## src/design/hn_pkg.sv

```systemverilog
// ----------------------------------------------------------------------------
// Histogram normalizer package
// Shared types and codes for the histogram normalizer.
// ----------------------------------------------------------------------------
package hn_pkg;
  localparam logic [1:0] OP_CLEAR = 2'd0;
  localparam logic [1:0] OP_ADD   = 2'd1;
  localparam logic [1:0] OP_FINAL = 2'd2;
  localparam logic [1:0] OP_READ  = 2'd3;

  localparam logic [1:0] ST_OK        = 2'd0;
  localparam logic [1:0] ST_ZERO      = 2'd1;
  localparam logic [1:0] ST_NOT_FINAL = 2'd2;

  localparam int OUT_BITS = 28;

  typedef struct packed {
    logic [1:0] operation;
    logic [7:0] pixel_value;
    logic [7:0] bin_index;
  } hn_in_t;

  typedef struct packed {
    logic [27:0] scaled_value;
    logic [7:0]  peak_bin;
    logic [1:0]  status;
  } hn_out_t;
endpackage

```

## src/design/hn_div.sv

```systemverilog
// ----------------------------------------------------------------------------
// Histogram normalizer divider
// Restoring divider, one quotient bit per cycle, quotient clamped to 28 bits.
// ----------------------------------------------------------------------------
module hn_div #(
  parameter int NUM_BITS = 28,
  parameter int DEN_BITS = 20
) (
  input  logic                clk,
  input  logic                rst,
  input  logic                start,
  input  logic [NUM_BITS-1:0] num,
  input  logic [DEN_BITS-1:0] den,
  output logic                done,
  output logic [27:0]         quo
);
  import hn_pkg::*;
  localparam int CNT_BITS = $clog2(NUM_BITS + 1);

  logic [NUM_BITS-1:0] q;
  logic [DEN_BITS:0]   rem;
  logic [DEN_BITS-1:0] dv;
  logic [CNT_BITS-1:0] cnt;
  logic                busy;
  logic [DEN_BITS:0]   trial;

  assign trial = {rem[DEN_BITS-1:0], q[NUM_BITS-1]};

  always_ff @(posedge clk) begin
    if (rst) begin
      busy <= 1'b0;
      cnt  <= '0;
      done <= 1'b0;
    end else if (start) begin
      busy <= 1'b1;
      q    <= num;
      dv   <= den;
      rem  <= '0;
      cnt  <= CNT_BITS'(NUM_BITS);
      done <= 1'b0;
    end else if (busy) begin
      if (trial >= {1'b0, dv}) begin
        rem <= trial - {1'b0, dv};
        q   <= {q[NUM_BITS-2:0], 1'b1};
      end else begin
        rem <= trial;
        q   <= {q[NUM_BITS-2:0], 1'b0};
      end
      cnt  <= cnt - 1'b1;
      busy <= (cnt != CNT_BITS'(1));
      done <= (cnt == CNT_BITS'(1));
    end else begin
      done <= 1'b0;
    end
  end

  always_comb begin
    if (NUM_BITS > OUT_BITS && (q >> OUT_BITS) != '0) quo = '1;
    else quo = OUT_BITS'(q);
  end
endmodule

```

## config.mk

```make
export PLATFORM = sky130hd
export DESIGN_NAME = hn_div
export DESIGN_NICKNAME = d
export VERILOG_FILES = /design/src/design/hn_pkg.sv /design/src/design/hn_div.sv
export SDC_FILE = /design/constraint.sdc
export NUM_CORES = 1
export LEC_CHECK = 0
export BUFFER_PORTS_ARGS = -buffer_cell sky130_fd_sc_hd__buf_2
export CORE_AREA = 2 2 114 116
export CTS_CLUSTER_DIAMETER = 30
export DETAILED_ROUTE_END_ITERATION = 7
export DIE_AREA = 0 0 116 118
export PLACE_DENSITY = 0.6
export SYNTH_ARGS = -nofsm -noshare
export SYNTH_HDL_FRONTEND = slang
export SYNTH_SLANG_ARGS = --single-unit
```

## constraint.sdc

```tcl
create_clock -name clk -period 3.7 [get_ports clk]
set_input_delay 0.555 -clock clk [delete_from_list [all_inputs] [get_ports clk]]
set_output_delay 0.555 -clock clk [all_outputs]
set_load 0.03 [all_outputs]
```

==> results.sh, run 1 <==
export IMPL_grt_setup_unrepaired="no"
export IMPL_cts_buffers=9
export IMPL_switching_power_uw=772
export IMPL_period_share_pct=79.8
export IMPL_floorplan_initialDensity_pct=34.6
export IMPL_final_setup_vio_count=0
export IMPL_max_slew_margin_pct=52.5
export IMPL_holdCritStartpoint="den[5]"
export IMPL_rows=41
export IMPL_post_route_cells_drive_above_1_share_pct=29.8
export IMPL_chipHeight_um=118
export IMPL_p_clk_share_pct=33.4
export IMPL_quantity_of_hold_fixing_buffers_added_after_cts=0
export IMPL_path_clk_slew_ps=60
export IMPL_synth_top_cells_by_area="sky130_fd_sc_hd__edfxtp_1, sky130_fd_sc_hd__mux2_2, sky130_fd_sc_hd__ha_1"
export IMPL_clockBufferDepth=2
export IMPL_sequential_power_share_pct=42.0
export IMPL_postSynthAreaPerCell_um2=11.1
export IMPL_setup_worst_path_class="reg -> reg"
export IMPL_finish_net_count=539
export IMPL_measured_slew_at_the_worst_slew_check_pin_ps=712
export IMPL_hold_fails_final_rpt=0
export IMPL_max_clock_freq_mhz=339
export IMPL_global_route_overflow_total=0
export IMPL_synth_largest_area_cell="sky130_fd_sc_hd__edfxtp_1"
export IMPL_vias=3413
export IMPL_drv_max_cap_violation_count=0
export IMPL_placedInstanceArea_um2=4900
export IMPL_antenna_cells=0
export IMPL_areaGrowthSynthToFinish_pct=20.8
export IMPL_period_minus_slack_ps=2950
export IMPL_cts_setup_buffers=0
export IMPL_die_width_um=116
export IMPL_switching_share_pct=31.0
export IMPL_drtPass1Iterations=4
export IMPL_run_status="completed"
export IMPL_synthesis_yosys_warnings=0
export IMPL_max_vdd_ir_drop_uv=295
export IMPL_fin_worst_hold_slack_ps=385
export IMPL_critical_path_reg2reg_startpoint="quo[27]"
export IMPL_postCtsResizedCells=0
export IMPL_top_area_cell_type_share_of_the_netlist_area_pct=47.6
export IMPL_p_int_uw=1720
export IMPL_finish_utilization_pct=41.7
export IMPL_ys_dominant_reg_cell="sky130_fd_sc_hd__edfxtp_1"
export IMPL_grt_start_max_net_pins=47
export IMPL_buffer_ports_inserted=79
export IMPL_power_per_cell_area_nw_per_um2=481
export IMPL_synth_edff_count=68
export IMPL_route_detailed_vias_per_inst=5.32
export IMPL_tritoncts="yes"
export IMPL_layout_cell_area_non_filler_um2=5180
export IMPL_ios=80
export IMPL_critPathArrivalTime_ps=3040
export IMPL_hpwlAfterDp_um=7450
export IMPL_floorplan_die_area_um2=13700
export IMPL_power_static_leakage_uw=0.00204
export IMPL_grt_first_pass_wirelength_um=17300
export IMPL_detail_route_drc_violations=0
export IMPL_cp_end_kind="flip-flop"
export IMPL_yosys_register_bits=75
export IMPL_startpoint_type="flip-flop"
export IMPL_worst_skew_pair_late_latency_ps=340
export IMPL_crit_path_start="quo[27]"
export IMPL_grt_usage_pct=16.1
export IMPL_ys_types=59
export IMPL_mappedNetlistNets=459
export IMPL_clock_root_buffer="sky130_fd_sc_hd__clkbuf_16"
export IMPL_post_drt_wl_per_cell_um=16.3
export IMPL_yosys_top_cells_count="sky130_fd_sc_hd__edfxtp_1, sky130_fd_sc_hd__a21oi_1, sky130_fd_sc_hd__inv_1, sky130_fd_sc_hd__mux2_2, sky130_fd_sc_hd__ha_1"
export IMPL_drt_wl_total_um=10500
export IMPL_timing_setup_tns_ps=0
export IMPL_drt_first_iter_violations=164
export IMPL_antenna_violations_before_repair=2
export IMPL_timing_hold_worst_class="in -> reg"
export IMPL_finalWeightedCongestion=0.929
export IMPL_seq_area_frac_synth_pct=50.9
export IMPL_required_ps=3790
export IMPL_leading_cell_type_by_number_of_instances_after_synthesis="sky130_fd_sc_hd__edfxtp_1"
export IMPL_share_comb_of_total_power_pct=24.6
export IMPL_cp_max_fo=4
export IMPL_first_global_vias=3416
export IMPL_cts_htree_levels=3
export IMPL_worst_slack_ps=749
export IMPL_pre_cts_ws_ps=834
export IMPL_remaining_antenna_violation_count_after_routing=0
export IMPL_fin_skew_ps=9.55
export IMPL_cts_sinks=75
export IMPL_timing_final_max_slew_violations=0
export IMPL_ys_async_sr_fraction_pct=0
export IMPL_core_area_um2=12400
export IMPL_syn_inst=385
export IMPL_synth_area_um2=4290
worst max-delay path: stages (launching register included):
cell,delay (ps)
sky130_fd_sc_hd__edfxtp_1,380
sky130_fd_sc_hd__inv_1,50
sky130_fd_sc_hd__ha_1,250
sky130_fd_sc_hd__fa_1,420
sky130_fd_sc_hd__nor2b_1,230
sky130_fd_sc_hd__o31ai_1,150
sky130_fd_sc_hd__a211oi_1,480
sky130_fd_sc_hd__o21ai_0,240
sky130_fd_sc_hd__a31o_2,270
sky130_fd_sc_hd__a32o_1,240
routing by layer:
metal | vias to the layer above | wire length, um | GRT usage, %
li1 | 1636 | - | -
met1 | 1599 | 4550 | 20.9
met2 | 154 | 4620 | 23.9
met3 | 20 | 1120 | 7.31
met4 | 4 | 154 | 5.28
met5 | - | 28 | 0
metrics by stage:
| stage | instances | power, uW |
|---|---|---|
| after floorplan | 385 | 1500 |
| after global routing | 642 | 2620 |
| after CTS | 642 | 2510 |
| after detailed placement | 626 | 1670 |
| final | 642 | 2490 |
| after global placement | 626 | 1660 |
kinds of logic (layout without fill, tap and decap cells):
kind of cell	count (synthesis)	after routing	share of synthesized area (%)
AOI/OAI and AO/OA	106	106	16.6
xor gates and xnor gates	11	11	2.25
adders and majority gates	23	23	6.88
buffers and inverters	45	130	4.14
DFF	75	75	50.9
muxes	29	29	7.58
and+or+nand+nor	96	96	11.7
layout make-up:
class | instances | area, um2
flip-flops and latches | 75 | 2180
fillers | 1232 | 7230
inverters | 28 | 105
clock buffers | 9 | 225
repair buffers | 86 | 460
well taps | 172 | 215
clock inverters | 7 | 52.6
multi-input cells | 265 | 1940
power groups by stage:
stage	logic, uW	clock network [uW]	registers (uW)
2_1_floorplan	406	0	1100
3_3_place_gp	594	0	1060
3_5_place_dp	603	0	1060
4_1_cts	607	857	1050
5_1_grt	678	887	1050
6_report	614	831	1050
flip-flops by register name, indices dropped and copies added, names as in the netlist:
name,cells
busy,1
quo,28
rem,20
done,1
dv,20
cnt,5
layout by cell type, fill, tap and decap left out, types with 3 or more instances in the layout:
master and n:
sky130_fd_sc_hd__a21oi_1 29, sky130_fd_sc_hd__o21a_1 4, sky130_fd_sc_hd__buf_4 6, sky130_fd_sc_hd__a31oi_1 3
sky130_fd_sc_hd__nor3_1 9, sky130_fd_sc_hd__a221o_1 3, sky130_fd_sc_hd__mux2_2 28, sky130_fd_sc_hd__clkbuf_16 9
sky130_fd_sc_hd__xnor2_1 8, sky130_fd_sc_hd__ha_1 22, sky130_fd_sc_hd__o22ai_1 6, sky130_fd_sc_hd__nand4_1 3
sky130_fd_sc_hd__o21ai_0 18, sky130_fd_sc_hd__a21o_1 5, sky130_fd_sc_hd__nor4_1 4, sky130_fd_sc_hd__nor2b_1 3
sky130_fd_sc_hd__buf_2 79, sky130_fd_sc_hd__and3_1 3, sky130_fd_sc_hd__edfxtp_1 68, sky130_fd_sc_hd__or3_1 6
sky130_fd_sc_hd__o211ai_1 8, sky130_fd_sc_hd__a211oi_1 6, sky130_fd_sc_hd__inv_1 28, sky130_fd_sc_hd__nand2_1 15
sky130_fd_sc_hd__dfxtp_1 7, sky130_fd_sc_hd__nor2_1 19, sky130_fd_sc_hd__nand3_1 19, sky130_fd_sc_hd__xor2_1 3
sky130_fd_sc_hd__o31ai_1 3
path summary, 6_finish.rpt:
check	endpoint	slack, ps	depth (start not counted)
min	dv[5]	390	1
max reg2reg	rem[18]	750	9
max	rem[18]	750	9
min reg2reg	cnt[1]	530	2
(Power assumes the default switching activity.)
==> run 2: changes to the inputs <==
--- a/config.mk
+++ b/config.mk
@@ -10,7 +10,7 @@
 export CTS_CLUSTER_DIAMETER = 30
 export DETAILED_ROUTE_END_ITERATION = 7
 export DIE_AREA = 0 0 116 118
-export PLACE_DENSITY = 0.6
+export PLACE_DENSITY = 0.58
 export SYNTH_ARGS = -nofsm -noshare
 export SYNTH_HDL_FRONTEND = slang
 export SYNTH_SLANG_ARGS = --single-unit
==> constraint.sdc (replaced) <==
create_clock -name clk -period 3 [get_ports clk]
set_input_delay 0.45 -clock clk [delete_from_list [all_inputs] [get_ports clk]]
set_output_delay 0.45 -clock clk [all_outputs]
set_load 0.03 [all_outputs]
==> results.sh, run 2 (synthesized netlist as in run 1, its figures left out) <==
export IMPL_run_status="completed"
export IMPL_remaining_antenna_violation_count_after_routing=0
export IMPL_critPathArrivalTime_ps=2860
export IMPL_drt_wl_total_um=10900
export IMPL_floorplan_die_area_um2=13700
export IMPL_cts_htree_levels=3
export IMPL_layout_cells_most_common_list="sky130_fd_sc_hd__buf_2, sky130_fd_sc_hd__edfxtp_1, sky130_fd_sc_hd__a21oi_1"
export IMPL_ios=80
export IMPL_peak_per_stage_delay_on_the_critical_path_ps=550
export IMPL_cp_max_fo=7
export IMPL_crit_path_start="rem[8]"
export IMPL_timing_hold_worst_class="in -> reg"
export IMPL_max_clock_freq_mhz=368
export IMPL_max_slew_margin_pct=55.8
export IMPL_cts_setup_buffers=0
export IMPL_postCtsResizedCells=0
export IMPL_fin_skew_ps=10.6
export IMPL_route_detailed_vias_per_inst=5.29
export IMPL_final_setup_vio_count=0
export IMPL_mostFrequentLayoutCell="sky130_fd_sc_hd__buf_2"
export IMPL_post_drt_wl_per_cell_um=16.8
export IMPL_clock_root_buffer="sky130_fd_sc_hd__clkbuf_16"
export IMPL_max_vdd_ir_drop_uv=410
export IMPL_detail_route_drc_violations=0
export IMPL_worst_path_max_delay_cell="sky130_fd_sc_hd__o211ai_1"
export IMPL_critical_path_reg2reg_startpoint="rem[8]"
export IMPL_worst_skew_pair_late_latency_ps=350
export IMPL_grt_usage_pct=16.7
export IMPL_cts_sinks=75
export IMPL_cp_end_kind="flip-flop"
export IMPL_power_static_leakage_uw=0.00207
export IMPL_buffer_ports_inserted=79
export IMPL_quantity_of_hold_fixing_buffers_added_after_cts=0
export IMPL_hpwlAfterDp_um=7850
export IMPL_timing_final_max_slew_violations=0
export IMPL_grt_first_pass_wirelength_um=17700
export IMPL_measured_slew_at_the_worst_slew_check_pin_ps=660
export IMPL_power_per_cell_area_nw_per_um2=595
export IMPL_clockBufferDepth=2
export IMPL_antenna_cells=0
export IMPL_die_width_um=116
export IMPL_startpoint_type="flip-flop"
export IMPL_hold_fails_final_rpt=0
export IMPL_worst_r2r_path_depth=7
export IMPL_fin_worst_hold_slack_ps=274
export IMPL_hold_path_depth=1
export IMPL_cts_buffers=9
export IMPL_setup_worst_path_class="reg -> reg"
export IMPL_first_global_vias=3552
export IMPL_core_area_um2=12400
export IMPL_drtPass1Iterations=4
export IMPL_rows=41
export IMPL_holdCritStartpoint="den[6]"
export IMPL_path_clk_slew_ps=70
export IMPL_required_ps=3150
export IMPL_finish_net_count=545
export IMPL_drt_first_iter_violations=142
export IMPL_post_route_cells_drive_above_1_share_pct=31.1
export IMPL_antenna_violations_before_repair=0
export IMPL_chipHeight_um=118
export IMPL_period_minus_slack_ps=2720
export IMPL_vias=3427
export IMPL_tritoncts="yes"
export IMPL_largest_reg_flops=28
export IMPL_period_share_pct=90.6
export IMPL_timing_setup_tns_ps=0
export IMPL_global_route_overflow_total=0
export IMPL_grt_start_max_net_pins=42
export IMPL_areaGrowthSynthToFinish_pct=22.1
export IMPL_grt_setup_unrepaired="no"
export IMPL_floorplan_initialDensity_pct=34.6
export IMPL_finalWeightedCongestion=0.946
export IMPL_worst_r2r_setup_slack_ps=280
export IMPL_drv_max_cap_violation_count=0
export IMPL_critical_path_cell_chain="ha_1 > nand3_1 > o211ai_1 > nor2_1 > a21oi_1 > mux2i_1 > a311oi_1"
-- run 2: cell types whose count changed in the layout (fill, tap and decap cells not counted) --
cell and change:
sky130_fd_sc_hd__a211oi_1 -1, sky130_fd_sc_hd__clkinvlp_4 -1, sky130_fd_sc_hd__clkinv_4 +1, sky130_fd_sc_hd__a211oi_2 +1
sky130_fd_sc_hd__buf_4 +6, sky130_fd_sc_hd__inv_8 +1, sky130_fd_sc_hd__clkinv_1 -1
-- run 2: final timing paths --
kind | endpoint
setup / recovery | rem[17]
hold / removal | dv[6]
setup reg to reg | rem[17]
hold reg to reg | cnt[1]
-- run 2: power by group --
group / internal [uW] / switching (uW) / leakage (uW) / total (uW)
combinational: 316 / 457 / 0.00123 / 773
sequential: 1250 / 42.0 / 0.000708 / 1290
clock: 576 / 481 / 0.000140 / 1060
-- run 2: area by class of cell --
| type | instances | area [um2] |
|---|---|---|
| clock inverter | 7 | 61.3 |
| clock buffer | 9 | 225 |
| fill | 1241 | 7170 |
| sequential | 75 | 2180 |
| timing repair buffer | 92 | 505 |
| tap | 172 | 215 |
| inverter | 28 | 105 |
| multi-input combinational | 265 | 1950 |
-- run 2: metrics by stage --
| step | cells | power, uW | setup WS (ps) | cell area [um2] | utilization, % |
|---|---|---|---|---|---|
| after floorplan | 385 | 1850 | 177 | 4290 | - |
| after global placement | 632 | 2070 | 209 | 4950 | 39.9 |
| after detailed placement | 632 | 2070 | 161 | 4950 | 39.9 |
| after CTS | 648 | 3140 | 140 | 5240 | 42.2 |
| after global routing | 648 | 3270 | 46.9 | 5240 | 42.2 |
| final | 648 | 3120 | 283 | 5240 | 42.2 |
-- run 2: routing by layer --
| metal | wire [um] | global-route usage [%] |
|---|---|---|
| met5 | 0 | 0 |
| met3 | 959 | 7.16 |
| met1 | 4750 | 20.7 |
| met2 | 4960 | 26.1 |
| met4 | 196 | 5.36 |
-- run 2: worst max-delay path: cells and delay by family (launching register included) --
kind	cells	cell delay, ps
adders and majority gates	1	430
muxes	1	140
and+or+nand+nor	2	270
DFF	1	410
AOI/OAI and AO/OA	3	1280
==> run 3: changes to the inputs <==
--- a/config.mk
+++ b/config.mk
@@ -10,6 +10,7 @@
 export CTS_CLUSTER_DIAMETER = 30
 export DETAILED_ROUTE_END_ITERATION = 7
 export DIE_AREA = 0 0 116 118
+export GPL_TIMING_DRIVEN = 0
 export PLACE_DENSITY = 0.58
 export SYNTH_ARGS = -nofsm -noshare
 export SYNTH_HDL_FRONTEND = slang
==> results.sh, run 3 (synthesized netlist as in run 1, its figures left out) <==
export IMPL_run_status="completed"
export IMPL_p_clk_share_pct=35.9
export IMPL_cts_sinks=75
export IMPL_post_drt_wl_per_cell_um=16.3
export IMPL_antenna_violations_before_repair=0
export IMPL_finish_net_count=553
export IMPL_peak_per_stage_delay_on_the_critical_path_ps=440
export IMPL_period_share_pct=94.3
export IMPL_cp_buffers_inverters=1
export IMPL_drt_wl_total_um=10700
export IMPL_route_detailed_vias_per_inst=5.19
export IMPL_fin_worst_hold_slack_ps=278
export IMPL_finish_utilization_pct=42.8
export IMPL_first_global_vias=3471
export IMPL_path_clk_slew_ps=60
export IMPL_vias=3404
export IMPL_r2r_end="rem[18]"
export IMPL_drtPass1Iterations=4
export IMPL_startpoint_type="flip-flop"
export IMPL_antenna_cells=0
export IMPL_tritoncts="yes"
export IMPL_layout_cell_area_non_filler_um2=5310
export IMPL_timing_critical_path_max_delay_family="compound AO/OA/AOI/OAI gates"
export IMPL_drt_first_iter_violations=150
export IMPL_sequential_power_share_pct=40.1
export IMPL_cp_max_fo=3
export IMPL_required_ps=3090
export IMPL_worst_r2r_path_depth=9
export IMPL_ios=80
export IMPL_final_setup_vio_count=0
export IMPL_placedInstanceArea_um2=4940
export IMPL_global_route_usage_met3_pct=4.48
export IMPL_largest_reg_flops=28
export IMPL_cts_buffers=9
export IMPL_mostFrequentLayoutCell="sky130_fd_sc_hd__buf_2"
export IMPL_finalWeightedCongestion=0.908
export IMPL_quantity_of_hold_fixing_buffers_added_after_cts=0
export IMPL_period_minus_slack_ps=2830
export IMPL_hpwlAfterDp_um=7890
export IMPL_critPathArrivalTime_ps=2920
export IMPL_crit_path_start="quo[27]"
export IMPL_power_per_cell_area_nw_per_um2=606
export IMPL_worstSetupPathDepth=9
export IMPL_max_vdd_ir_drop_uv=368
export IMPL_max_slew_margin_pct=57.8
export IMPL_cp_capture_point="rem[18]"
export IMPL_floorplan_initialDensity_pct=34.6
export IMPL_timing_setup_tns_ps=0
export IMPL_critical_path_reg2reg_startpoint="quo[27]"
export IMPL_setup_worst_path_class="reg -> reg"
export IMPL_post_route_cells_drive_above_1_share_pct=31.2
export IMPL_timing_final_max_slew_violations=0
export IMPL_clockBufferDepth=2
export IMPL_layout_cells_excl_fill=656
export IMPL_grtUsageMet1_pct=21.5
export IMPL_detail_route_drc_violations=0
export IMPL_hold_fails_final_rpt=0
export IMPL_cts_htree_levels=3
export IMPL_chipHeight_um=118
export IMPL_share_comb_of_total_power_pct=24.0
export IMPL_timing_hold_worst_class="in -> reg"
export IMPL_measured_slew_at_the_worst_slew_check_pin_ps=633
export IMPL_grt_first_pass_wirelength_um=17500
export IMPL_use_met2_pct=26.2
export IMPL_remaining_antenna_violation_count_after_routing=0
export IMPL_fin_skew_ps=5.28
export IMPL_grt_usage_pct=16.5
export IMPL_clock_root_buffer="sky130_fd_sc_hd__clkbuf_16"
export IMPL_areaGrowthSynthToFinish_pct=23.7
export IMPL_worst_r2r_setup_slack_ps=170
export IMPL_cp_end_kind="flip-flop"
export IMPL_dp_cells=637
export IMPL_rows=41
export IMPL_layout_cells_most_common_list="sky130_fd_sc_hd__buf_2, sky130_fd_sc_hd__edfxtp_1, sky130_fd_sc_hd__a21oi_1"
export IMPL_p_int_uw=2290
export IMPL_grt_busiest_layer="met2"
export IMPL_grt_start_max_net_pins=32
export IMPL_worst_skew_pair_late_latency_ps=340
export IMPL_floorplan_die_area_um2=13700
export IMPL_power_static_leakage_uw=0.00210
export IMPL_core_area_um2=12400
export IMPL_worst_path_max_delay_cell="sky130_fd_sc_hd__fa_1"
export IMPL_critical_path_cell_chain="inv_1 > ha_1 > fa_1 > nor2b_2 > o31ai_1 > a211oi_2 > o21ai_0 > a31o_2 > a32o_1"
export IMPL_switching_power_uw=929
export IMPL_die_width_um=116
export IMPL_buffer_ports_inserted=78
export IMPL_max_clock_freq_mhz=353
export IMPL_switching_share_pct=28.8
export IMPL_drv_max_cap_violation_count=0
export IMPL_global_route_overflow_total=0
export IMPL_grt_setup_unrepaired="no"
-- run 3: cell types whose count changed in the layout (fill, tap and decap cells not counted), sizes merged --
cell / delta
buf: +1
bufinv: +2
clkinvlp: -1
inv: -3
clkbuf: +8
clkinv: +1
-- run 3: power by group through the flow --
stage | Clock (uW) | Combinational, uW | Sequential (uW)
after floorplan | 0 | 501 | 1350
after global routing | 1210 | 858 | 1300
after detailed placement | 0 | 754 | 1310
after global placement | 0 | 735 | 1310
final | 1160 | 774 | 1290
after CTS | 1180 | 760 | 1290
-- run 3: worst min-delay path by stage --
stage | depth (start not counted) | endpoint | start | slack (ps)
detailed placement | 2 | cnt[1] | cnt[1] | 540
global placement | 2 | cnt[1] | cnt[1] | 510
CTS | 1 | dv[16] | den[16] | 270
floorplan | 2 | cnt[1] | cnt[1] | 490
global route | 1 | dv[16] | den[16] | 270
finish | 1 | dv[16] | den[16] | 280
-- run 3: metal layers --
metal / up-vias / part of all wire (%)
li1: 1658 / -
met1: 1625 / 44
met2: 107 / 47
met3: 14 / 6.6
met4: 0 / 1.9
met5: - / 0
-- run 3: metrics by stage --
| step | total power (uW) | worst slack [ps] |
|---|---|---|
| 3_3_place_gp | 2050 | -1060 |
| 2_1_floorplan | 1850 | 177 |
| 5_1_grt | 3360 | 1.06 |
| 3_5_place_dp | 2060 | -9.70 |
| 4_1_cts | 3230 | 63.9 |
| 6_report | 3220 | 170 |
-- run 3: final cells by class --
cell class | instances | area (um2)
Clock inverter | 6 | 90.1
Inverter | 28 | 105
Timing Repair Buffer | 83 | 448
Clock buffer | 10 | 229
Sequential cell | 75 | 2180
Tap cell | 172 | 215
Buffer | 17 | 75.1
Fill cell | 1269 | 7110
Multi-Input combinational cell | 265 | 1960
-- run 3: what timing repair did --
action | CTS | global route
endpoints found under the setup margin | 1 | 18
pin swaps | 0 | 2
resized for setup | 1 | 11
buffers inserted | 0 | 3
